File: src/rtl/sacl_ram.sv
// Generic single-write, single-read RAM with registered read data.
module sacl_ram #(
	parameter int WIDTH = 8,
	parameter int DEPTH = 16
) (
	input  logic                                   clk,
	input  logic                                   we,
	input  logic [(DEPTH > 1 ? $clog2(DEPTH) : 1)-1:0] waddr,
	input  logic [WIDTH-1:0]                       wdata,
	input  logic [(DEPTH > 1 ? $clog2(DEPTH) : 1)-1:0] raddr,
	output logic [WIDTH-1:0]                       rdata
);

	logic [WIDTH-1:0] mem_q [DEPTH];

	always_ff @(posedge clk) begin
		if (we) begin
			mem_q[waddr] <= wdata;
		end
		rdata <= mem_q[raddr];
	end

endmodule

File: config.mk
export PLATFORM = sky130hd
export DESIGN_NAME = sacl_ram
export DESIGN_NICKNAME = d
export VERILOG_FILES = /design/src/rtl/sacl_ram.sv
export SDC_FILE = /design/constraint.sdc
export NUM_CORES = 1
export LEC_CHECK = 0
export ABC_AREA = 1
export BUFFER_PORTS_ARGS = -buffer_cell sky130_fd_sc_hd__buf_4
export CELL_PAD_IN_SITES_DETAIL_PLACEMENT = 1
export CELL_PAD_IN_SITES_GLOBAL_PLACEMENT = 2
export CORE_MARGIN = 1
export CORE_UTILIZATION = 43
export DETAILED_ROUTE_END_ITERATION = 12
export PLACE_DENSITY = 0.92
export SLEW_MARGIN = 5
export SYNTH_ARGS = -nofsm -noshare
export SYNTH_HDL_FRONTEND = slang
export SYNTH_SLANG_ARGS = --single-unit
File: constraint.sdc
create_clock -name clk -period 3.7 [get_ports clk]
set_clock_uncertainty 0.1 [all_clocks]
set_input_delay 0.37 -clock clk [delete_from_list [all_inputs] [get_ports clk]]
set_output_delay 0.37 -clock clk [all_outputs]
set_load 0.05 [all_outputs]
Word-level counts from Yosys, hierarchy flattened
Memories as Yosys holds them, arrays and structs flattened. A register that Yosys moved wholly into a read port is not among the register bits.
Cells that the tools add are included.
{"block": "word_totals", "register_bits": 0, "input_bits": 18, "mem_bits_ro": 0, "latch_bits": 0, "n_memories": 1, "out_inout_bits": 8, "ram_bits": 128, "elab_cells": 3}
{"block": "op_classes", "n_lt_le_gt_ge": 0, "muxes": 2, "shift": 0, "reduce_logical": 0, "mul": 0, "n_addsub": 0, "n_div": 0, "n_eq_ne": 0, "bitwise_logic": 0}
{"name": "mem_q", "depth": 16, "width": 8, "rd": 1, "rd_ports_with_merged_regs": 1, "write_ports": 1, "line": "14", "source": "logic [WIDTH-1:0] mem_q [DEPTH];"}
{"op": "$mux W1", "count": 2}

Longest topological paths before layout
{"block": "depth", "word_depth": 2, "depth_mapped": 8, "depth_no_buf": 7}

Worst setup path after synthesis
OpenSTA, ideal clock, no wires.
{"block": "synth_timing", "path_kind": "input -> register", "start": "input waddr[2] (netlist bit)", "end": "memory mem_q[10][0] (enable)", "t_arrival_ps": 951, "slack_ps": 2279, "required_time_ps": 3230, "setup_ps": 370, "n_path_buf": 0, "path_stages": 2, "path_cell_list": "nand3b_1 nor2_1"}
{"item": "from (decl)", "line": "8", "source": "input logic [(DEPTH > 1 ? $clog2(DEPTH) : 1)-1:0] waddr,"}
{"item": "to (decl)", "line": "14"}
Straight into the memory's write port.

==> flow_summary_export.csv <==
group,metric,value,unit
global_routing,antenna_found_initial,0,
place,placed_cells,725,
timing,fin_crit_sh,0.480,
final_layout,register_area,4000,µm²
setup_path,crit_fanout,64,
clock_network,cts_tree,"yes",
setup_path,slowest_stage,"inv_2",
setup_path,cp-start-kind,"primary input",
clock_network,numCtsBuffers,17,
setup_path,critPathCaptureType,"register",
logic_synthesis,yosysMostFrequentCell,"nand2_1",
setup_path,crit_type,"in2reg",
timing,slew_violations,0,
timing,max_freq,563,MHz
power_and_ir_drop,total_leakage_power,0.00281,µW
clock_network,cts-resized-gates,0,
final_layout,stdcell_count,757,
setup_path,cp.arrival,2.04,ns
route,vias,3857,
logic_synthesis,synth_common_cells,"173 x nand2_1, 128 x edfxtp_1, 100 x inv_1",
setup_path,startpoint,"raddr[0]",
run_status,outcome,"finished clean",
logic_synthesis,synth-main-ff-cell,"edfxtp_1",
setup_path,max_stage_delay,0.82,ns
setup_path,timing.rr.start,"mem_q[7][6]",
logic_synthesis,synth-warning-count,0,
route,ant_nets,0,
timing,tightest_slew,1.16,ns
logic_synthesis,synth_cell_types,12,
clock_network,htreeDepth,4,
setup_path,worstPathRequired,3.97,ns
setup_path,crit_path_cell_trace,"buf_4 -> inv_2 -> nand2_1 -> nand2_1 -> nand2_1 -> nand3_1 -> nand3_1 -> nand2_1",
logic_synthesis,synth_edf_count,128,
logic_synthesis,ys_seq_elements,136,
route,drtIter0Drc,216,
global_routing,grt_overflow,0,
clock_network,clock_latency,0.43,ns
timing,slew_headroom,0.225,
clock_network,clock_sinks,136,
final_layout,nets,590,
clock_network,cts_setup_buffers,0,
global_routing,grt_start_max_net_pins,65,
global_routing,grtUsageMet1,0.268,
hold_path,hold_path_class,"in2reg",
logic_synthesis,syn_inst,551,
floorplan,die_y,118,µm
timing,hold_viol,0,
global_routing,grtUsageMet2,0.392,
logic_synthesis,ys_seq_area_frac,0.694,
logic_synthesis,synth_top_area_share,0.667,
global_routing,grt_usage,0.225,
logic_synthesis,async_flop_share,0,
global_routing,use_met3,0.0412,
floorplan,core-area,12800,µm²
floorplan,initial_core_util,0.450,
place,post-dp-hpwl,8810,µm
floorplan,die_area,13900,µm²
floorplan,pin_count,26,
logic_synthesis,synth_nets,569,
final_layout,flow.area_growth_from_synthesis,13.5,%
final_layout,multi_input_area,1210,µm²
global_routing,grt_pass1_vias,4170,
timing,grt_setup_unrepaired,"false",
final_layout,fillers,1414,
clock_network,cts_hold_buf,0,
floorplan,fp.dieW,118,µm
global_routing,grt_pass1_wl,22700,µm
logic_synthesis,syn_area,5770,µm²
hold_path,hp-start,"raddr[3]",
final_layout,antenna_cells,0,
place,place_congestion,0.804,
logic_synthesis,synth_area_per_cell,10.5,µm²
timing,setup_viol,0,
final_layout,drive_above_1_share,0.0906,
timing,timing.final.crit_period,1.78,ns
clock_network,clock_path_buffers,2,
route,drt_wl_total,14400,µm
global_routing,grt_busiest_layer,"met2",
power_and_ir_drop,vdd_ir_drop_max,281,µV
logic_synthesis,synth_area_leaders,"edfxtp_1 67%, nand2_1 11%, nand3_1 8.4%",
power_and_ir_drop,p_per_area,537,nW/µm²
place,io_buffer_count,25,
flow_run,drv_cap,0,
timing,setup_tns,0,ns
setup_path,reg2reg_slack,2.49,ns
floorplan,core.rowCount,41,
clock_network,clkTransAtPathRegs,0.06,ns
clock_network,root_buffer,"clkbuf_16",
route,wire_per_inst,19.0,µm
setup_path,worst_path_most_repeated_cell,"nand2_1",
route,drt-pass1-iter-count,4,
route,drc,0,
logic_synthesis,yosysTopAreaCell,"edfxtp_1",
route,viasPerCell,5.10,
==> registers in the layout (all words and copies together), names as in the netlist <==
| signal | cells |
|---|---|
| rdata | 8 |
| mem_q | 128 |
==> critical path, delay by kind of cell <==
| kind | cells | cell delay [ns] |
|---|---|---|
| buf+inv | 2 | 0.93 |
| simple gates | 6 | 0.71 |
==> stage by stage <==
stage	hold WS (ns)	power (µW)	setup WS (ns)	cell area [µm²]	utilization
finish	0.173	3520	1.92	6550	0.510
global route	0.185	3610	1.76	6550	0.510
CTS	0.157	3540	1.92	6550	0.510
detailed placement	0.546	2020	1.49	6010	0.469
global placement	0.533	2010	1.53	6010	0.469
floorplan	0.369	1920	2.28	5770	-
==> report_power, final <==
part	internal, µW	switching, µW	total (µW)
sequential	1720	12.7	1740
combinational	65.8	184	250
clock	939	592	1530
total	2730	789	3520
==> layout make-up <==
type                            count  share of cell area
Multi-Input combinational cell    289               0.185
Timing Repair Buffer               26              0.0298
Sequential cell                   136               0.612
Clock inverter                      4             0.00287
Clock buffer                       28              0.0789
Tap cell                          172              0.0329
Inverter                          102              0.0585
==> per-layer routing <==
metal,part of all wire,routed length (µm)
met5,0,0
met4,0.024,347
met3,0.042,601
met2,0.52,7530
met1,0.41,5940
==> path summary, 6_finish.rpt <==
check	endpoint	cells past startpoint
worst min-delay path	rdata[4]	3
worst max-delay path	rdata[6]	8
worst min register to register	rdata[4]	6
worst max register to register	rdata[6]	6
==> layout by cell type, fill, tap and decap left out <==
| cell type | n |
|---|---|
| nor2_1 | 17 |
| dfxtp_1 | 8 |
| buf_4 | 26 |
| clkbuf_1 | 6 |
| clkbuf_16 | 17 |
| clkinv_1 | 1 |
| inv_2 | 2 |
| inv_1 | 100 |
| edfxtp_1 | 128 |
| clkbuf_8 | 5 |
| nand3_1 | 97 |
| clkinv_2 | 3 |
| nand2_1 | 173 |
| nand3b_1 | 2 |
==> cell families after synthesis <==
| family | Yosys count | synth area share |
|---|---|---|
| simple gates | 289 | 0.210 |
| flops | 136 | 0.694 |
| buf+inv | 126 | 0.0952 |
Power figures use the tool's default switching activity.
